==> src/sv/bavg_pkg.sv <==
// ---------------------------------------------------------------------------
// bavg_pkg: shared types and constants of the block average downscaler
// Holds the pixel and flag structures that travel between the front end,
// the queue and the back end, plus the register map of the CSR port.
// ---------------------------------------------------------------------------
package bavg_pkg;

   // Width of one color channel.
   localparam int PIX_W = 8;

   // Register widths as seen on the CSR port.
   localparam int SF_W = 5;
   localparam int SIZE_W = 13;

   // Height clamp and the row counter that follows from it.
   localparam int HEIGHT_LIMIT = 4096;
   localparam int H_W = $clog2(HEIGHT_LIMIT + 1);
   localparam int ROW_W = $clog2(HEIGHT_LIMIT);

   // CSR port geometry.
   localparam int CSR_ADDR_W = 4;
   localparam int CSR_DATA_W = 32;
   localparam int CSR_IDX_W = 2;

   // Register indexes (byte address is four times the index).
   localparam logic [CSR_IDX_W-1:0] REG_SCALE = 2'd0;
   localparam logic [CSR_IDX_W-1:0] REG_WIDTH = 2'd1;
   localparam logic [CSR_IDX_W-1:0] REG_HEIGHT = 2'd2;

   // Register reset values.
   localparam logic [SF_W-1:0] SCALE_RESET = 5'd2;
   localparam logic [SIZE_W-1:0] WIDTH_RESET = 13'd640;
   localparam logic [SIZE_W-1:0] HEIGHT_RESET = 13'd480;

   // Depth of the queue between front end and back end.
   localparam int QUEUE_DEPTH = 4;

   // Quotient bits produced by the divider, one per stage.
   localparam int DIV_STAGES = PIX_W;

   // One pixel, red in the lowest bits.
   typedef struct packed {
      logic [PIX_W-1:0] blue;
      logic [PIX_W-1:0] green;
      logic [PIX_W-1:0] red;
   } rgb_type;

   // Per-pixel control decided by the front end.
   typedef struct packed {
      logic first;
      logic emit;
      logic row_done;
      logic frame_done;
   } flags_type;

endpackage

==> src/sv/bavg_front.sv <==
// ---------------------------------------------------------------------------
// bavg_front: raster position tracking and pixel classification
// Accepts pixel words, follows their position in the frame and in the
// current block, drops pixels outside the last whole block, and queues the
// rest with their band column address and control flags.
// ---------------------------------------------------------------------------
module bavg_front #(
   parameter int MAX_WIDTH = 4096,
   parameter int MAX_FACTOR = 16
) (
   input  logic clock,
   input  logic reset,
   input  logic restart,
   input  logic [$clog2(MAX_FACTOR+1)-1:0] n_eff,
   input  logic [$clog2(MAX_WIDTH+1)-1:0] w_eff,
   input  logic [bavg_pkg::H_W-1:0] h_eff,
   input  logic req_tvalid,
   output logic req_tready,
   // Fields from bit 0 up: pix_red, pix_green, pix_blue.
   input  logic [3*bavg_pkg::PIX_W-1:0] req_tdata,
   input  logic push_ready,
   output logic push_valid,
   output logic [$clog2(MAX_WIDTH)-1:0] push_addr,
   output bavg_pkg::flags_type push_flags,
   output bavg_pkg::rgb_type push_pixel
);

   localparam int N_W = $clog2(MAX_FACTOR + 1);
   localparam int W_W = $clog2(MAX_WIDTH + 1);
   localparam int COL_W = $clog2(MAX_WIDTH);
   localparam int CIB_W = $clog2(MAX_FACTOR);
   localparam int H_W = bavg_pkg::H_W;
   localparam int ROW_W = bavg_pkg::ROW_W;
   localparam int CX_W = ((W_W > N_W) ? W_W : N_W) + 2;
   localparam int RX_W = ((H_W > N_W) ? H_W : N_W) + 2;

   logic [COL_W-1:0] col_ff, col_in;
   logic [ROW_W-1:0] row_ff, row_in;
   logic [CIB_W-1:0] cib_ff, cib_in;
   logic [CIB_W-1:0] rib_ff, rib_in;
   logic [COL_W-1:0] bcol_ff, bcol_in;

   logic accept;
   logic in_col, in_row, last_blk, last_band;
   logic col_wrap, row_wrap, cib_wrap, rib_wrap;
   logic [CX_W-1:0] col_x, n_cx, w_cx, cib_x;
   logic [RX_W-1:0] row_x, n_rx, h_rx, rib_x;

   // The queue is the only thing that holds the input side back.
   assign req_tready = push_ready;
   assign accept = req_tvalid & req_tready;

   // Block membership: a pixel counts when its whole block fits the image.
   always_comb begin
      col_x = CX_W'(col_ff);
      n_cx = CX_W'(n_eff);
      w_cx = CX_W'(w_eff);
      cib_x = CX_W'(cib_ff);
      row_x = RX_W'(row_ff);
      n_rx = RX_W'(n_eff);
      h_rx = RX_W'(h_eff);
      rib_x = RX_W'(rib_ff);
      in_col = (col_x + n_cx - cib_x) <= w_cx;
      in_row = (row_x + n_rx - rib_x) <= h_rx;
      // The next block along the row, or the next band, would not fit.
      last_blk = (col_x + n_cx + n_cx - cib_x) > w_cx;
      last_band = (row_x + RX_W'(1) + n_rx) > h_rx;
   end

   // Wrap conditions of the position counters.
   assign col_wrap = (W_W'(col_ff) + W_W'(1)) >= w_eff;
   assign row_wrap = (H_W'(row_ff) + H_W'(1)) >= h_eff;
   assign cib_wrap = (N_W'(cib_ff) + N_W'(1)) >= n_eff;
   assign rib_wrap = (N_W'(rib_ff) + N_W'(1)) >= n_eff;

   // Queue word for a pixel that falls inside a whole block.
   always_comb begin
      push_valid = accept & in_col & in_row;
      push_addr = bcol_ff;
      push_pixel = bavg_pkg::rgb_type'(req_tdata);
      push_flags.first = (cib_ff == '0) && (rib_ff == '0);
      push_flags.emit = cib_wrap & rib_wrap;
      push_flags.row_done = last_blk;
      push_flags.frame_done = last_blk & last_band;
   end

   // Next position after an accepted pixel.
   always_comb begin
      col_in = col_ff;
      row_in = row_ff;
      cib_in = cib_ff;
      rib_in = rib_ff;
      bcol_in = bcol_ff;
      if (accept) begin
         if (col_wrap) begin
            col_in = '0;
            cib_in = '0;
            bcol_in = '0;
            if (row_wrap) begin
               row_in = '0;
               rib_in = '0;
            end else begin
               row_in = row_ff + ROW_W'(1);
               rib_in = rib_wrap ? '0 : rib_ff + CIB_W'(1);
            end
         end else begin
            col_in = col_ff + COL_W'(1);
            if (cib_wrap) begin
               cib_in = '0;
               bcol_in = bcol_ff + COL_W'(1);
            end else begin
               cib_in = cib_ff + CIB_W'(1);
            end
         end
      end
   end

   // Position registers; a register write restarts the frame.
   always_ff @(posedge clock) begin
      if (reset || restart) begin
         col_ff <= '0;
         row_ff <= '0;
         cib_ff <= '0;
         rib_ff <= '0;
         bcol_ff <= '0;
      end else begin
         col_ff <= col_in;
         row_ff <= row_in;
         cib_ff <= cib_in;
         rib_ff <= rib_in;
         bcol_ff <= bcol_in;
      end
   end

endmodule

==> config.mk <==
export PLATFORM = sky130hd
export DESIGN_NAME = bavg_front
export DESIGN_NICKNAME = d
export VERILOG_FILES = /design/src/sv/bavg_pkg.sv /design/src/sv/bavg_front.sv
export SDC_FILE = /design/constraint.sdc
export NUM_CORES = 1
export LEC_CHECK = 0
export ABC_AREA = 1
export BUFFER_PORTS_ARGS = -buffer_cell sky130_fd_sc_hd__buf_2
export CAP_MARGIN = 25
export CORE_MARGIN = 5
export CORE_UTILIZATION = 30
export DETAILED_ROUTE_END_ITERATION = 12
export PLACE_DENSITY = 0.44
export SLEW_MARGIN = 25
export SYNTH_ARGS = -nofsm -noshare
export SYNTH_HDL_FRONTEND = slang
export SYNTH_SLANG_ARGS = --single-unit
==> constraint.sdc <==
create_clock -name clock -period 8.6 [get_ports clock]
set_input_delay 0.43 -clock clock [delete_from_list [all_inputs] [get_ports clock]]
set_output_delay 0.43 -clock clock [all_outputs]
set_load 0.03 [all_outputs]
Word level (Yosys, flattened, before mapping)

Index checks and enable logic that the tools add are counted.

Bits in registers: 44
Bits of input ports: 60
Logic and storage cells: 50

Add/sub/neg operators: 17
Order comparisons: 8
Mux-type cells: 8
Bitwise gates (word level): 5
Reductions and logical operators: 7

Operators by type and width:

| kind                                                             | count |
|---|---|
| 12-bit two-way mux                                               | 4 |
| 12-bit by 1-bit adder with 13-bit output (second input constant) | 3 |
| 12-bit by 1-bit adder with 12-bit output (second input constant) | 3 |
| 15-bit by 13-bit less-or-equal comparator with 1-bit output      | 2 |
| 13-bit by 5-bit adder with 14-bit output                         | 2 |
| 12-bit by 5-bit adder with 13-bit output                         | 2 |
| 13-bit >= comparator                                             | 2 |
| 4-bit two-way mux                                                | 4 |
| 15-bit by 13-bit > comparator with 1-bit output                  | 1 |
| 14-bit by 4-bit subtractor with 15-bit output                    | 1 |
| 15-bit by 4-bit subtractor with 15-bit output                    | 1 |
| 14-bit by 13-bit > comparator with 1-bit output                  | 1 |
| 13-bit by 4-bit subtractor with 14-bit output                    | 1 |
| 4-bit by 1-bit adder with 5-bit output (second input constant)   | 2 |
| 5-bit >= comparator                                              | 2 |
| 4-bit by 1-bit adder with 4-bit output (second input constant)   | 2 |
| 4-bit logical NOT                                                | 2 |
| 1-bit bitwise AND                                                | 5 |
| 2-bit AND reduction                                              | 2 |
| 2-bit nonzero test                                               | 1 |
| 1-bit logical AND                                                | 1 |
| 1-bit logical OR                                                 | 1 |

Depth between registers and ports, before layout

Word-level depth: 5
Mapped depth: 31
Depth with buffers taken out: 31

Worst setup path after synthesis

Ideal clock, no wire load.

Path kind: input -> output
From: input n_eff[0]
To: output push_flags[0] (netlist name)
Data arrival time: 4.224 ns
Required time: 8.170 ns
Slack: 3.946 ns
Stages on the path: 25
Buffers on the path: 0
Cells stage by stage: ha_1 > fa_1 > xor2_1 > inv_1 > fa_1 > inv_1 > ha_1 > nand3_1 > nand2_1 > a21oi_1 > o21bai_1 > a31oi_2 > o21ai_2 > xor2_1 > ha_1 > nand2_1 > inv_1 > a221oi_1 > o21ai_0 > nand2_1 > nand2_1 > nand2_1 > nand4_2 > nand2_1 > inv_1

RTL lines:

| what            | line             | RTL |
|---|---|---|
| start, declared | bavg_front.sv:14 | `input logic [$clog2(MAX_FACTOR+1)-1:0] n_eff,` |
| end, declared   | bavg_front.sv:24 | `output bavg_pkg::flags_type push_flags,` |

==> impl_metrics.env <==
export IMPL_status="complete, no violations"
export IMPL_dr_pass1_iters=5
export IMPL_hp_class="reg2reg"
export IMPL_cts_resized=0
export IMPL_syn_avg_cell_area_sq_um=7.01
export IMPL_worst_slew_pin_slew_ns=0.912
export IMPL_hold_buffers=0
export IMPL_power_density_nw_per_um2=77.3
export IMPL_syn_area_sq_um=7390
export IMPL_die_w_microns=167
export IMPL_critPathRequiredTime_ns=8.17
export IMPL_drt_total_wl_mm=20.4
export IMPL_design_core_area_sq_um=24200
export IMPL_antenna_cells=0
export IMPL_reg2reg_setup_slack_ns=4.65
export IMPL_nets=1300
export IMPL_grt_pass1_wl_mm=33.7
export IMPL_switching_power_uw=221
export IMPL_cp_common_cell="nand2_1"
export IMPL_antenna_found_initial=0
export IMPL_fin_ws_ns=3.14
export IMPL_grt_overflow_total=0
export IMPL_dp_slack_ns=3.15
export IMPL_ys_seq_elements=44
export IMPL_finalCoreUtilization=0.329
export IMPL_yosysUniqueCellTypes=51
export IMPL_initial_core_util=0.305
export IMPL_clock_path_buffers=2
export IMPL_pwr_share_comb=0.349
export IMPL_maxSlewViolCount=0
export IMPL_via_per_inst=4.66
export IMPL_dp_hpwl_mm=17.6
export IMPL_grt_max_degree=25
export IMPL_cp_slowest_cell="fa_1"
export IMPL_synth_flop_cell="dfxtp_1"
export IMPL_maxCapViolCount=0
export IMPL_rows=57
export IMPL_setup_viol=0
export IMPL_cts_root_buf="clkbuf_16"
export IMPL_dr_total_vias=6538
export IMPL_syn_to_final_growth_pct=8.00
export IMPL_insertion_delay_ns=0.30
export IMPL_intPower_uw=396
export IMPL_yosysSeqAreaShare=0.119
export IMPL_track_usage=0.148
export IMPL_synthTopCellsByArea="ha_1 25%, dfxtp_1 12%, nand2_1 9.2%, inv_1 8.5%, xor2_1 7.6%"
export IMPL_synth_fp_nets=1274
export IMPL_crit_buf_inv=5
export IMPL_clkTransAtPathRegs_ns=0.06
export IMPL_die_h_microns=167
export IMPL_relSlewSlack=0.390
export IMPL_finalCritPeriodShare=0.635
export IMPL_holdPathStages=2
export IMPL_slowest_delay_ns=0.49
export IMPL_synthArstFlopShare=0
export IMPL_timing_setup_tns_ns=0
export IMPL_arrival_ns=5.03
export IMPL_path_depth=26
export IMPL_netlist_instances=1053
export IMPL_dieArea_sq_um=27900
export IMPL_fin_crit_ns=5.46
export IMPL_cts_max_level=2
export IMPL_final_hold_viol_count=0
export IMPL_synth_area_leader_cell="ha_1"
export IMPL_synth_most_common_cell="nand2_1"
export IMPL_place_inst=1396
export IMPL_synth_edf_count=0
export IMPL_crit_path_end_kind="output port"
export IMPL_crit_fanout=5
export IMPL_cts_setup_buffers=0
export IMPL_synth_warnings=0
export IMPL_cts_tree="built"
export IMPL_numClockSinks=44
export IMPL_cts_buffers_inserted=5
export IMPL_port_buffers=53
export IMPL_wire_per_inst_microns=14.6
export IMPL_ios=102
export IMPL_ys_top_cells_by_count="181 x nand2_1, 167 x inv_1, 150 x ha_1"
export IMPL_worstSetupStartpointType="flip-flop"
export IMPL_rsz0062_at_grt="false"
export IMPL_fin_worst_skew_ns=0.00870
export IMPL_fmax_mhz=183
export IMPL_p_seq_frac=0.332
export IMPL_drc=0
export IMPL_layout_drive_gt1_share=0.113
export IMPL_vdd_ir_drop_max_mv=0.0651
export IMPL_detail_route_iter0_violations=237
export IMPL_grt_pass1_vias=6393
export IMPL_synth_top_area_frac=0.254
export IMPL_clkPwrFrac=0.319
export IMPL_reg2regPathDepth=19
export IMPL_criticalPathCategory="reg2out"
export IMPL_stdcell_count=1404
export IMPL_p_leak_uw=0.00411
export IMPL_critPathTopFamily="adder cells"
export IMPL_swShare=0.358
export IMPL_globalplace_congestion=0.819
export IMPL_postRouteAntennaNets=0
-- final cells by class --
type,instances,area (sq um)
fillers,2704,16300
flip-flops and latches,44,881
clock buffers,6,129
multi-input cells,801,5620
inverters,171,642
well taps,324,405
repair buffers,56,288
clock inverters,2,16.3
-- state kept, by name, summed over array words and instances, names as in the netlist --
register	count
col_ff	12
rib_ff	4
push_addr	12
row_ff	12
cib_ff	4
-- cell usage in the layout (no fill, tap or decap), types with 2 or more instances in the layout --
cell type	count
nor3b_1	3
o21a_1	5
o211ai_1	2
nor2_2	7
a221oi_1	2
dfxtp_1	44
nand2_4	4
nand3_1	51
a211oi_1	8
nor2_1	64
a31oi_1	4
inv_1	167
o21ai_0	34
ha_1	150
nand2_1	181
a21o_1	4
inv_2	4
xnor2_1	8
nand2_2	29
a21oi_1	79
buf_4	3
fa_1	11
nor3_1	20
o21bai_1	6
xor2_1	64
a22oi_1	7
nand4_1	22
nor4_1	5
nand3_2	5
o22ai_1	5
buf_2	53
clkbuf_16	5
and3_1	3
-- final timing paths --
check | start | to
worst max-delay path | col_ff[0]$_SDFFE_PP0P_ | push_flags[0]
worst min-delay path | push_addr[11]$_SDFFE_PP0P_ | push_addr[11]$_SDFFE_PP0P_
worst max register to register | col_ff[1]$_SDFFE_PP0P_ | push_addr[2]$_SDFFE_PP0P_
worst min register to register | push_addr[11]$_SDFFE_PP0P_ | push_addr[11]$_SDFFE_PP0P_
-- per-layer routing --
layer	up-vias	routed length (microns)	track usage
met1	2927	11100	0.222
met3	7	725	0.0216
met5	-	0	0
li1	3513	-	-
met2	91	8530	0.228
met4	0	108	0.0213
-- power by group through the flow --
stage          logic (uW)  clock network, uW  registers, uW
2_1_floorplan         179                  0            209
3_3_place_gp          218                  0            210
3_5_place_dp          218                  0            210
4_1_cts               219                209            205
5_1_grt               253                214            205
6_report              215                197            205
-- metrics by stage --
stage | power (uW) | cell area, sq um | hold slack (ns)
after floorplan | 388 | 7390 | 0.475
after global placement | 427 | 7830 | 0.496
after detailed placement | 428 | 7830 | 0.499
after CTS | 633 | 7980 | 0.512
after global routing | 671 | 7980 | 0.528
final | 617 | 7980 | 0.503
-- worst min-delay path: stages (launching register included) --
cell	delay (ns)
dfxtp_1	0.33
nand2_1	0.07
a21oi_1	0.05
-- kinds of logic (layout without fill, tap and decap cells) --
logic type | after synthesis | after routing | synth area share
AND/OR/NAND/NOR | 400 | 400 | 0.256
buffers and inverters | 208 | 235 | 0.120
AO/OA/AOI/OAI | 167 | 167 | 0.133
adder cells (fa/ha/maj) | 161 | 161 | 0.284
XOR/XNOR | 73 | 73 | 0.0876
flip-flops | 44 | 44 | 0.119
Note: power is estimated with default switching activity, not from simulation.
