--- src/sv/bavg_pkg.sv ---
// ---------------------------------------------------------------------------
// bavg_pkg: shared types and constants of the block average downscaler
// Holds the pixel and flag structures that travel between the front end,
// the queue and the back end, plus the register map of the CSR port.
// ---------------------------------------------------------------------------
package bavg_pkg;

   // Width of one color channel.
   localparam int PIX_W = 8;

   // Register widths as seen on the CSR port.
   localparam int SF_W = 5;
   localparam int SIZE_W = 13;

   // Height clamp and the row counter that follows from it.
   localparam int HEIGHT_LIMIT = 4096;
   localparam int H_W = $clog2(HEIGHT_LIMIT + 1);
   localparam int ROW_W = $clog2(HEIGHT_LIMIT);

   // CSR port geometry.
   localparam int CSR_ADDR_W = 4;
   localparam int CSR_DATA_W = 32;
   localparam int CSR_IDX_W = 2;

   // Register indexes (byte address is four times the index).
   localparam logic [CSR_IDX_W-1:0] REG_SCALE = 2'd0;
   localparam logic [CSR_IDX_W-1:0] REG_WIDTH = 2'd1;
   localparam logic [CSR_IDX_W-1:0] REG_HEIGHT = 2'd2;

   // Register reset values.
   localparam logic [SF_W-1:0] SCALE_RESET = 5'd2;
   localparam logic [SIZE_W-1:0] WIDTH_RESET = 13'd640;
   localparam logic [SIZE_W-1:0] HEIGHT_RESET = 13'd480;

   // Depth of the queue between front end and back end.
   localparam int QUEUE_DEPTH = 4;

   // Quotient bits produced by the divider, one per stage.
   localparam int DIV_STAGES = PIX_W;

   // One pixel, red in the lowest bits.
   typedef struct packed {
      logic [PIX_W-1:0] blue;
      logic [PIX_W-1:0] green;
      logic [PIX_W-1:0] red;
   } rgb_type;

   // Per-pixel control decided by the front end.
   typedef struct packed {
      logic first;
      logic emit;
      logic row_done;
      logic frame_done;
   } flags_type;

endpackage

--- src/sv/bavg_queue.sv ---
// ---------------------------------------------------------------------------
// bavg_queue: short FIFO between front end and back end
// Decouples pixel classification from accumulation so that each side can
// stall on its own.
// ---------------------------------------------------------------------------
module bavg_queue #(
   parameter int DATA_W = 8
) (
   input  logic clock,
   input  logic reset,
   input  logic push_valid,
   output logic push_ready,
   input  logic [DATA_W-1:0] push_data,
   output logic pop_valid,
   input  logic pop_ready,
   output logic [DATA_W-1:0] pop_data
);

   localparam int DEPTH = bavg_pkg::QUEUE_DEPTH;
   localparam int PTR_W = $clog2(DEPTH);
   localparam int CNT_W = $clog2(DEPTH + 1);

   logic [DATA_W-1:0] slot_ff [0:DEPTH-1];
   logic [PTR_W-1:0] wr_ptr_ff, wr_ptr_in;
   logic [PTR_W-1:0] rd_ptr_ff, rd_ptr_in;
   logic [CNT_W-1:0] count_ff, count_in;
   logic do_push, do_pop;

   assign push_ready = (count_ff != CNT_W'(DEPTH));
   assign pop_valid = (count_ff != '0);
   assign pop_data = slot_ff[rd_ptr_ff];
   assign do_push = push_valid & push_ready;
   assign do_pop = pop_valid & pop_ready;

   // Pointer and fill count update.
   always_comb begin
      wr_ptr_in = wr_ptr_ff;
      rd_ptr_in = rd_ptr_ff;
      count_in = count_ff;
      if (do_push) begin
         wr_ptr_in = (wr_ptr_ff == PTR_W'(DEPTH - 1)) ? '0 : wr_ptr_ff + PTR_W'(1);
      end
      if (do_pop) begin
         rd_ptr_in = (rd_ptr_ff == PTR_W'(DEPTH - 1)) ? '0 : rd_ptr_ff + PTR_W'(1);
      end
      if (do_push && !do_pop) begin
         count_in = count_ff + CNT_W'(1);
      end else if (do_pop && !do_push) begin
         count_in = count_ff - CNT_W'(1);
      end
   end

   always_ff @(posedge clock) begin
      if (reset) begin
         wr_ptr_ff <= '0;
         rd_ptr_ff <= '0;
         count_ff <= '0;
      end else begin
         wr_ptr_ff <= wr_ptr_in;
         rd_ptr_ff <= rd_ptr_in;
         count_ff <= count_in;
      end
   end

   // Storage slots carry no reset.
   always_ff @(posedge clock) begin
      if (do_push) begin
         slot_ff[wr_ptr_ff] <= push_data;
      end
   end

endmodule

--- config.mk ---
export PLATFORM = sky130hd
export DESIGN_NAME = bavg_queue
export DESIGN_NICKNAME = d
export VERILOG_FILES = /design/src/sv/bavg_pkg.sv /design/src/sv/bavg_queue.sv
export SDC_FILE = /design/constraint.sdc
export NUM_CORES = 1
export LEC_CHECK = 0
export ABC_CLOCK_PERIOD_IN_PS = 2050
export BUFFER_PORTS_ARGS = -buffer_cell sky130_fd_sc_hd__buf_2
export CAP_MARGIN = 40
export CORE_ASPECT_RATIO = 2
export CORE_UTILIZATION = 50
export CTS_CLUSTER_SIZE = 14
export DETAILED_ROUTE_END_ITERATION = 8
export GPL_ROUTABILITY_DRIVEN = 0
export PLACE_DENSITY_LB_ADDON = 0.25
export RECOVER_POWER = 25
export SLEW_MARGIN = 20
export SYNTH_ARGS = -nofsm -noshare
export SYNTH_HDL_FRONTEND = slang
export SYNTH_SLANG_ARGS = --single-unit
--- constraint.sdc ---
create_clock -name clock -period 2.05 [get_ports clock]
set_clock_uncertainty 0.1 [all_clocks]
set_input_delay 0.3075 -clock clock [delete_from_list [all_inputs] [get_ports clock]]
set_output_delay 0.3075 -clock clock [all_outputs]
set_load 0.02 [all_outputs]
== After elaboration in Yosys (flattened, before gate mapping) ==
Memories as Yosys holds them, arrays and structs flattened. A register that Yosys moved wholly into a read port is not among the register bits.
Cells that the tools add are included.

* Output and inout bits: 10
* Memory bits (writable): 32
* Memories kept: 1
* Register bits after elaboration: 7

{| class="wikitable"
|+ Memory list
! name !! depth !! bits a word !! rd ports !! clocked after Yosys merged registers in !! write ports !! RTL line !! source
|-
| slot_ff || 4 || 8 || 1 || 1 || 1 || bavg_queue.sv:23 || <nowiki>logic [DATA_W-1:0] slot_ff [0:DEPTH-1];</nowiki>
|}

* Equal/unequal tests: 3
* Add/subtract/negate cells: 4
* Bitwise gates (word level): 2
* Reduce and logical (&&, ||, !) cells: 6
* Mux-type cells: 8

{| class="wikitable"
|+ Operators with widths
! operator !! count
|-
| 2-bit two-way mux || 4
|-
| 3-bit two-way mux || 2
|-
| 2-bit by 1-bit adder with 2-bit output (second input constant) || 2
|-
| 2-bit == test (second input constant) || 2
|-
| 3-bit by 1-bit adder with 3-bit output (second input constant) || 1
|-
| 3-bit inequality test (second input constant) || 1
|-
| 3-bit nonzero test || 1
|-
| 3-bit by 1-bit subtractor with 3-bit output (second input constant) || 1
|-
| 1-bit AND || 2
|-
| 1-bit logical AND || 2
|-
| 1-bit logical NOT || 2
|-
| 1-bit two-way mux || 2
|-
| 2-bit nonzero test || 1
|}

== Depth between registers and ports, before layout ==
Gate-level depths: netlist (run 1).

* Word-level depth: 6
* Gate-level depth with buffers: 9

== Worst setup path before layout (run 1) ==
OpenSTA, ideal clock, no wires.

* Kind: reg2reg
* Start point: register count_ff[0]
* End point: register count_ff[2]
* Setup slack: -271 ps
* Cell stages (with the launch flop): 10
* Buffers on the path: 1
* Arrival time: 2151 ps
* Clock period less this slack: 2321 ps
* Data required time: 1880 ps
* Setup time: 70 ps
* Path through: dfxtp_1 -> or3b_1 -> clkbuf_2 -> and2_4 -> ha_1 -> inv_1 -> fa_1 -> xor2_1 -> or3_2 -> a21oi_1

* Longest elaborated chain between the ends: 5

{| class="wikitable"
|+ RTL lines
! element !! RTL line !! source
|-
| start: declaration || bavg_queue.sv:26 || <nowiki>logic [CNT_W-1:0] count_ff, count_in;</nowiki>
|-
| start signal: assignment || bavg_queue.sv:61 || <nowiki>count_ff <= count_in;</nowiki>
|-
| 3-bit inequality test (*) || bavg_queue.sv:29 || <nowiki>assign push_ready = (count_ff != CNT_W'(DEPTH));</nowiki>
|-
| net push_ready || bavg_queue.sv:12 || <nowiki>output logic push_ready,</nowiki>
|-
| 1-bit AND (*) || bavg_queue.sv:32 || <nowiki>assign do_push = push_valid & push_ready;</nowiki>
|-
| net do_push || bavg_queue.sv:27 || <nowiki>logic do_push, do_pop;</nowiki>
|-
| 1-bit logical NOT || bavg_queue.sv:48 || <nowiki>end else if (do_pop && !do_push) begin</nowiki>
|-
| 1-bit logical AND || bavg_queue.sv:48 ||
|-
| 2-bit nonzero test (no source line) || -- ||
|}

Mark *: on every way through the listed nets, which the timed path passes. The rest lies on a longest branch. The select of a mux whose other input is x is not followed.
A chain may end at the register's enable or synchronous reset.

== Worst setup path after layout (run 1) ==
* Start point: register count_ff[2]
* End point: register count_ff[2]

* Longest elaborated chain between the ends: 5

{| class="wikitable"
|+ RTL lines
! element !! RTL line
|-
| 3-bit inequality test (*) || bavg_queue.sv:29
|-
| 1-bit AND (*) || bavg_queue.sv:32
|-
| net do_push || bavg_queue.sv:27
|-
| 1-bit logical NOT || bavg_queue.sv:48
|-
| 1-bit logical AND || bavg_queue.sv:48
|-
| 2-bit nonzero test (no source line) || --
|}

Marked as above.

==> results of run 1 <==
==> flip-flops by register name, summed over array words and instances, names as in the netlist, named ones only <==
name and count:
slot_ff 32, rd_ptr_ff 2, wr_ptr_ff 2, count_ff 3
==> kinds of logic (layout without fill, tap and decap cells) <==
group | after synthesis | after routing | synth area share
multiplexers | 11 | 11 | 0.129
XOR/XNOR | 2 | 2 | 0.0107
AND/OR/NAND/NOR | 17 | 17 | 0.0651
buffers and inverters | 7 | 36 | 0.0176
adder cells (fa/ha/maj) | 7 | 7 | 0.0582
AO/OA/AOI/OAI | 5 | 5 | 0.0214
flip-flops | 41 | 41 | 0.698
==> per-stage QoR <==
step / area [sq um] / hold WS [ps] / setup TNS, ps / worst slack, ps / instances
final: 1940 / 146 / -37.1 / -37.1 / 150
after global routing: 1940 / 143 / -93.2 / -93.2 / 150
after CTS: 1940 / 126 / -14.1 / -14.1 / 150
after detailed placement: 1810 / 404 / -45.5 / -45.5 / 141
after global placement: 1810 / 376 / 0 / 70.1 / 141
after floorplan: 1670 / 306 / -46.8 / -41.0 / 90
==> metal layers <==
| metal | global-route usage | vias up |
|---|---|---|
| met5 | 0 | - |
| met4 | 0.0852 | 0 |
| met3 | 0.0370 | 7 |
| met2 | 0.299 | 21 |
| met1 | 0.142 | 417 |
| li1 | - | 398 |
==> cell usage after synthesis (all sizes together) <==
cell,number
a21oi,2
and2,1
and3,4
buf,2
clkbuf,2
dfxtp,9
edfxtp,32
fa,1
ha,6
inv,3
mux2i,3
mux4,8
nand2,1
nand2b,2
nand3,1
nor2,3
nor3,1
o21ai,1
o31ai,2
or3,3
or3b,1
xor2,2
==> power groups by stage <==
| stage | Clock (mW) | Sequential [mW] | Combinational [mW] |
|---|---|---|---|
| after global routing | 0.654 | 1.14 | 0.845 |
| after floorplan | 0 | 1.10 | 0.583 |
| after detailed placement | 0 | 1.13 | 0.756 |
| after CTS | 0.624 | 1.13 | 0.777 |
| final | 0.613 | 1.13 | 0.785 |
| after global placement | 0 | 1.12 | 0.731 |
==> what timing repair did <==
item                                   CTS  global route
resized for setup                        2             2
pin swaps                                0             0
setup buffers                            1             0
endpoints found under the hold margin    0             0
setup endpoints to repair                1             2
==> path summary, 6_finish.rpt <==
path,start,endpoint,slack [ps]
worst max-delay path,count_ff[2],count_ff[2],-40
worst min-delay path,push_data[2],slot_ff[3][2],150
worst max register to register,count_ff[2],count_ff[2],-40
worst min register to register,rd_ptr_ff[0],flop,420
==> final cells by class <==
class | count | share of cell area
Clock buffer | 6 | 0.0374
Clock inverter | 2 | 0.0181
Inverter | 3 | 0.00581
Multi-Input combinational cell | 42 | 0.259
Sequential cell | 41 | 0.593
Tap cell | 31 | 0.0200
Timing Repair Buffer | 25 | 0.0665
==> cells in the final DEF, fill, tap and decap left out, types with 2 or more instances in the layout <==
cell type   n
clkbuf_8    5
xor2_1      2
mux2i_1     3
clkbuf_1    6
buf_4       4
edfxtp_1   32
dfxtp_1     6
mux4_2      8
inv_1       2
and3_2      4
nand2b_1    2
ha_1        5
buf_2      16
dfxtp_4     2
nor2_1      3
==> qor.csv, run 1 <==
stage,metric,value,unit
status,status,"complete, but fails checks",
status,violations,setup timing,
worst_setup_path,end_kind,flop,
power,pwr-share-clk,0.243,
drt,drcViolationCount,0,
drt,first_pass_iters,6,
drt,wl,2500,um
power,switching_power,0.741,mW
worst_setup_path,start_kind,flop,
synth,yosys.area.top_type,edfxtp_1,
job,maxCapViolCount,0,
power,p_comb_frac,0.311,
clock_tree,cts_tree,yes,
finish,synthToLayoutAreaGrowth,18.7,%
worst_setup_path,cp.depth,8,
clock_tree,cts.htree.levels,2,
sta,finalHoldViolCount,0,
power,power-per-cell-area,1300,mW/mm^2
global_routing,gr-usage-all-layers,0.158,
placed_design,portBuffers,21,
sta,min_period_over_period,1.02,
power,p_int,1.79,mW
global_routing,grt_overflow,0,
floorplan,pin_count,22,
clock_tree,clk_latency,280,ps
drt,vias,843,
floorplan,die_h,82.8,um
clock_tree,clk_path_buf_depth,2,
global_routing,grt_max_degree,14,
drt,dr.max_layer_used,met4,
floorplan,placementRows,29,
finish,drive_gt1_frac,0.437,
worst_setup_path,crit_family,simple AND/OR/NAND/NOR gates,
drt,routedWlPerCell,16.6,um
drt,drtAntennaViolNets,0,
synth,synth_cell_types,26,
finish,multi_input_area,503,sq um
worst_setup_path,critPathMaxFanout,5,
global_routing,grt_pass1_vias,938,
sta,max_freq,479,MHz
floorplan,dieArea,0.00351,sq mm
worst_setup_path,arrival,2210,ps
clock_tree,holdBufCountCts,0,
synth,synth_area_leaders,"edfxtp_1, dfxtp_1, mux4_2",
worst_hold_path,hold_class,input pin to flop,
drt,route.met3.wl,67,um
power,power_frac_seq,0.447,
sta,slew_viol_final,0,
clock_tree,clkTransAtPathRegs,70,ps
sta,fin_ws,-37.1,ps
finish,post-route-util,0.614,
synth,syn_inst,90,
synth,synth_nets,109,
drt,drtIter0Drc,26,
synth,ys_warn_count,0,
finish,ff_latch_area,0.00115,sq mm
floorplan,die_x,42.4,um
floorplan,start_util,0.518,
worst_hold_path,hold_depth,1,
power,total_power,2.53,mW
power,irDropWorstVdd,1010,uV
clock_tree,numCtsBuffers,5,
sta,rsz0062_at_grt,yes,
global_routing,grt_pass1_wl,4020,um
sta,worst_pin_slew,394,ps
worst_setup_path,reg2reg_depth,8,
synth,mappedNetlistArea,0.00163,sq mm
drt,met1_length,897,um
drt,viasPerCell,5.62,
finish,nFillCells,227,
sta,slew-limit-headroom,0.737,
sta,setup_viol_count_final,1,
worst_setup_path,worstPathCellList,"or3b_4, and2_4, ha_4, inv_2, fa_2, xor2_1, or3_4, a21oi_2",
worst_setup_path,criticalPathCategory,flop to flop,
finish,num_antenna_cells,0,
global_routing,antenna_found_initial,0,
worst_setup_path,worst-path-buf-inv,1,
power,swShare,0.293,
finish,num-nets-final,137,
sta,layout_min_cycle_time,2090,ps
synth,yosysSeqAreaShare,0.698,
synth,ys_ff_latch,41,
worst_setup_path,crit_slowest_cell,dfxtp_4,
worst_setup_path,required,2170,ps
drt,dr_wl_met2,1480,um
synth,avgSynthCellArea,18.2,sq um
worst_setup_path,slowest_delay,370,ps
power,leakagePower,0.708,nW
floorplan,core,0.00316,sq mm
clock_tree,cts-root-buf,clkbuf_8,
synth,synthDominantCellAreaShare,0.588,
clock_tree,numClockSinks,41,
No activity file was read; power rests on OpenSTA's default activity.
==> run 2: changes to the inputs <==
--- a/config.mk
+++ b/config.mk
@@ -6,7 +6,7 @@
 export NUM_CORES = 1
 export LEC_CHECK = 0
 export ABC_CLOCK_PERIOD_IN_PS = 2050
-export BUFFER_PORTS_ARGS = -buffer_cell sky130_fd_sc_hd__buf_2
+export BUFFER_PORTS_ARGS = -buffer_cell sky130_fd_sc_hd__buf_4
 export CAP_MARGIN = 40
 export CORE_ASPECT_RATIO = 2
 export CORE_UTILIZATION = 50
==> run 2 against run 1 <==
The run now ends clean. Core utilization increased by 0.71 points. Hold slack worse by 24 ps. Highest routed layer unchanged. Clock-buffer cell count shrank 1.
==> qor.csv, run 2 (synthesized netlist as in run 1, its figures left out) <==
stage,metric,value,unit
finish,ff_latch_area,0.00115,sq mm
status,status,finished clean,
global_routing,grt_overflow,0,
sta,setup_viol_count_final,0,
worst_setup_path,arrival,2170,ps
sta,finalSetupTns,0,ps
drt,viasPerCell,5.60,
drt,drcViolationCount,0,
floorplan,placementRows,29,
placed_design,portBuffers,21,
finish,fin_cells,151,
sta,fin_ws,0.797,ps
drt,wl,2510,um
drt,vias,846,
clock_tree,cts.htree.levels,2,
sta,worst_pin_slew,398,ps
placed_design,dp_hpwl,1850,um
sta,rsz0062_at_grt,yes,
worst_setup_path,reg2reg_depth,8,
worst_hold_path,hold_depth,1,
finish,reg.largest.list,"slot_ff (32), count_ff (3)",
sta,layout_min_cycle_time,2050,ps
floorplan,pin_count,22,
global_routing,antenna_found_initial,0,
global_routing,grt_pass1_vias,821,
worst_setup_path,required,2170,ps
floorplan,die_h,82.8,um
worst_setup_path,end_kind,flop,
finish,regMostFlops,slot_ff,
worst_setup_path,worstReg2RegEnd,count_ff[2],
clock_tree,clk_path_buf_depth,2,
worst_hold_path,hp-start,push_data[3],
global_routing,grt_max_degree,14,
finish,post-route-util,0.621,
drt,drtAntennaViolNets,0,
worst_setup_path,worstPathCellList,"or3b_4, and2_4, ha_4, inv_2, fa_2, xor2_1, or3_4, a21oi_2",
sta,max_freq,488,MHz
finish,multi_input_area,503,sq um
worst_setup_path,critPathMaxFanout,5,
floorplan,dieArea,0.00351,sq mm
worst_hold_path,hold_end,slot_ff[1][3],
worst_setup_path,slowest_delay,370,ps
sta,slew-limit-headroom,0.734,
job,maxCapViolCount,0,
floorplan,core,0.00316,sq mm
worst_setup_path,reg2reg_setup_slack,0.8,ps
finish,num-nets-final,138,
placed_design,post-place-ws,-15.8,ps
worst_setup_path,crit_slowest_cell,dfxtp_4,
floorplan,die_x,42.4,um
finish,largest_register_ffs,32,
worst_setup_path,worst-path-buf-inv,1,
clock_tree,cts-root-buf,clkbuf_8,
sta,finalHoldViolCount,0,
worst_setup_path,start_kind,flop,
power,irDropWorstVdd,1040,uV
placed_design,dp.cells,141,
finish,synthToLayoutAreaGrowth,20.1,%
power,total_power,2.47,mW
clock_tree,cts_tree,yes,
finish,num_antenna_cells,0,
clock_tree,numClockSinks,41,
sta,min_period_over_period,1.00,
worst_setup_path,criticalPathCategory,flop to flop,
drt,drtIter0Drc,10,
global_routing,gr-usage-all-layers,0.157,
worst_hold_path,hold_class,input pin to flop,
finish,final_cell_mix,"edfxtp_1, buf_4, mux4_2",
clock_tree,clk_latency,290,ps
power,leakagePower,0.713,nW
drt,first_pass_iters,4,
worst_setup_path,crit_family,simple AND/OR/NAND/NOR gates,
finish,final_common_cell,edfxtp_1,
floorplan,start_util,0.518,
finish,nFillCells,241,
finish,drive_gt1_frac,0.442,
drt,routedWlPerCell,16.6,um
clock_tree,clkTransAtPathRegs,70,ps
sta,slew_viol_final,0,
power,power-per-cell-area,1260,mW/mm^2
global_routing,grt_pass1_wl,3860,um
worst_setup_path,timing.rr.start,count_ff[2],
clock_tree,numCtsBuffers,5,
[run 2: changes by cell type in the layout (fill, tap and decap cells not counted)]
cell	previous run	this run
clkinvlp_4	0	1
buf_2	16	0
buf_4	4	20
clkinv_2	1	2
bufinv_16	1	0
[run 2: routing by layer]
| layer | wire length (um) | global-route usage |
|---|---|---|
| met1 | 879 | 0.146 |
| met4 | 82 | 0.102 |
| met5 | 0 | 0 |
| met3 | 86 | 0.0478 |
| met2 | 1470 | 0.278 |
[run 2: report_power, final]
part / internal [mW] / switching [mW]
Clock: 0.234 / 0.260
Combinational: 0.448 / 0.398
Sequential: 1.04 / 0.0925
[run 2: worst max path at each step]
stage / startpoint / to / slack (ps) / cells past startpoint
final: count_ff[2] / count_ff[2] / 0.8 / 8
after global routing: count_ff[2] / count_ff[2] / -50 / 8
after CTS: count_ff[2] / count_ff[2] / -10 / 8
after detailed placement: count_ff[1] / count_ff[2] / -20 / 7
after global placement: count_ff[1] / count_ff[2] / 70 / 7
after floorplan: count_ff[0] / count_ff[2] / -40 / 9
[run 2: timing repair]
item,4_1_cts,5_1_grt
pin swaps,0,2
gates resized for setup,2,2
hold buffers,0,0
buffers inserted,1,1
setup endpoints to repair,1,2
[run 2: worst reg2reg max path, delay by kind of cell (launching register included)]
family	cells	cell delay, ps
flops	1	370
buf+inv	1	40
compound gates	1	110
xor+xnor	1	180
simple gates	3	710
fa+ha+maj	2	480
[run 2: cell type report]
class,instances,area share
clock buffer,5,0.0351
inverter,3,0.00574
sequential,41,0.586
tap,31,0.0198
clock inverter,3,0.00893
timing repair buffer,26,0.0880
multi-input combinational,42,0.256
[run 2: metrics by stage]
step                hold WS [ps]  instance area, sq um
floorplan                    306                  1670
global placement             377                  1870
detailed placement           406                  1870
CTS                          106                  1970
global route                 115                  1960
finish                       122                  1960
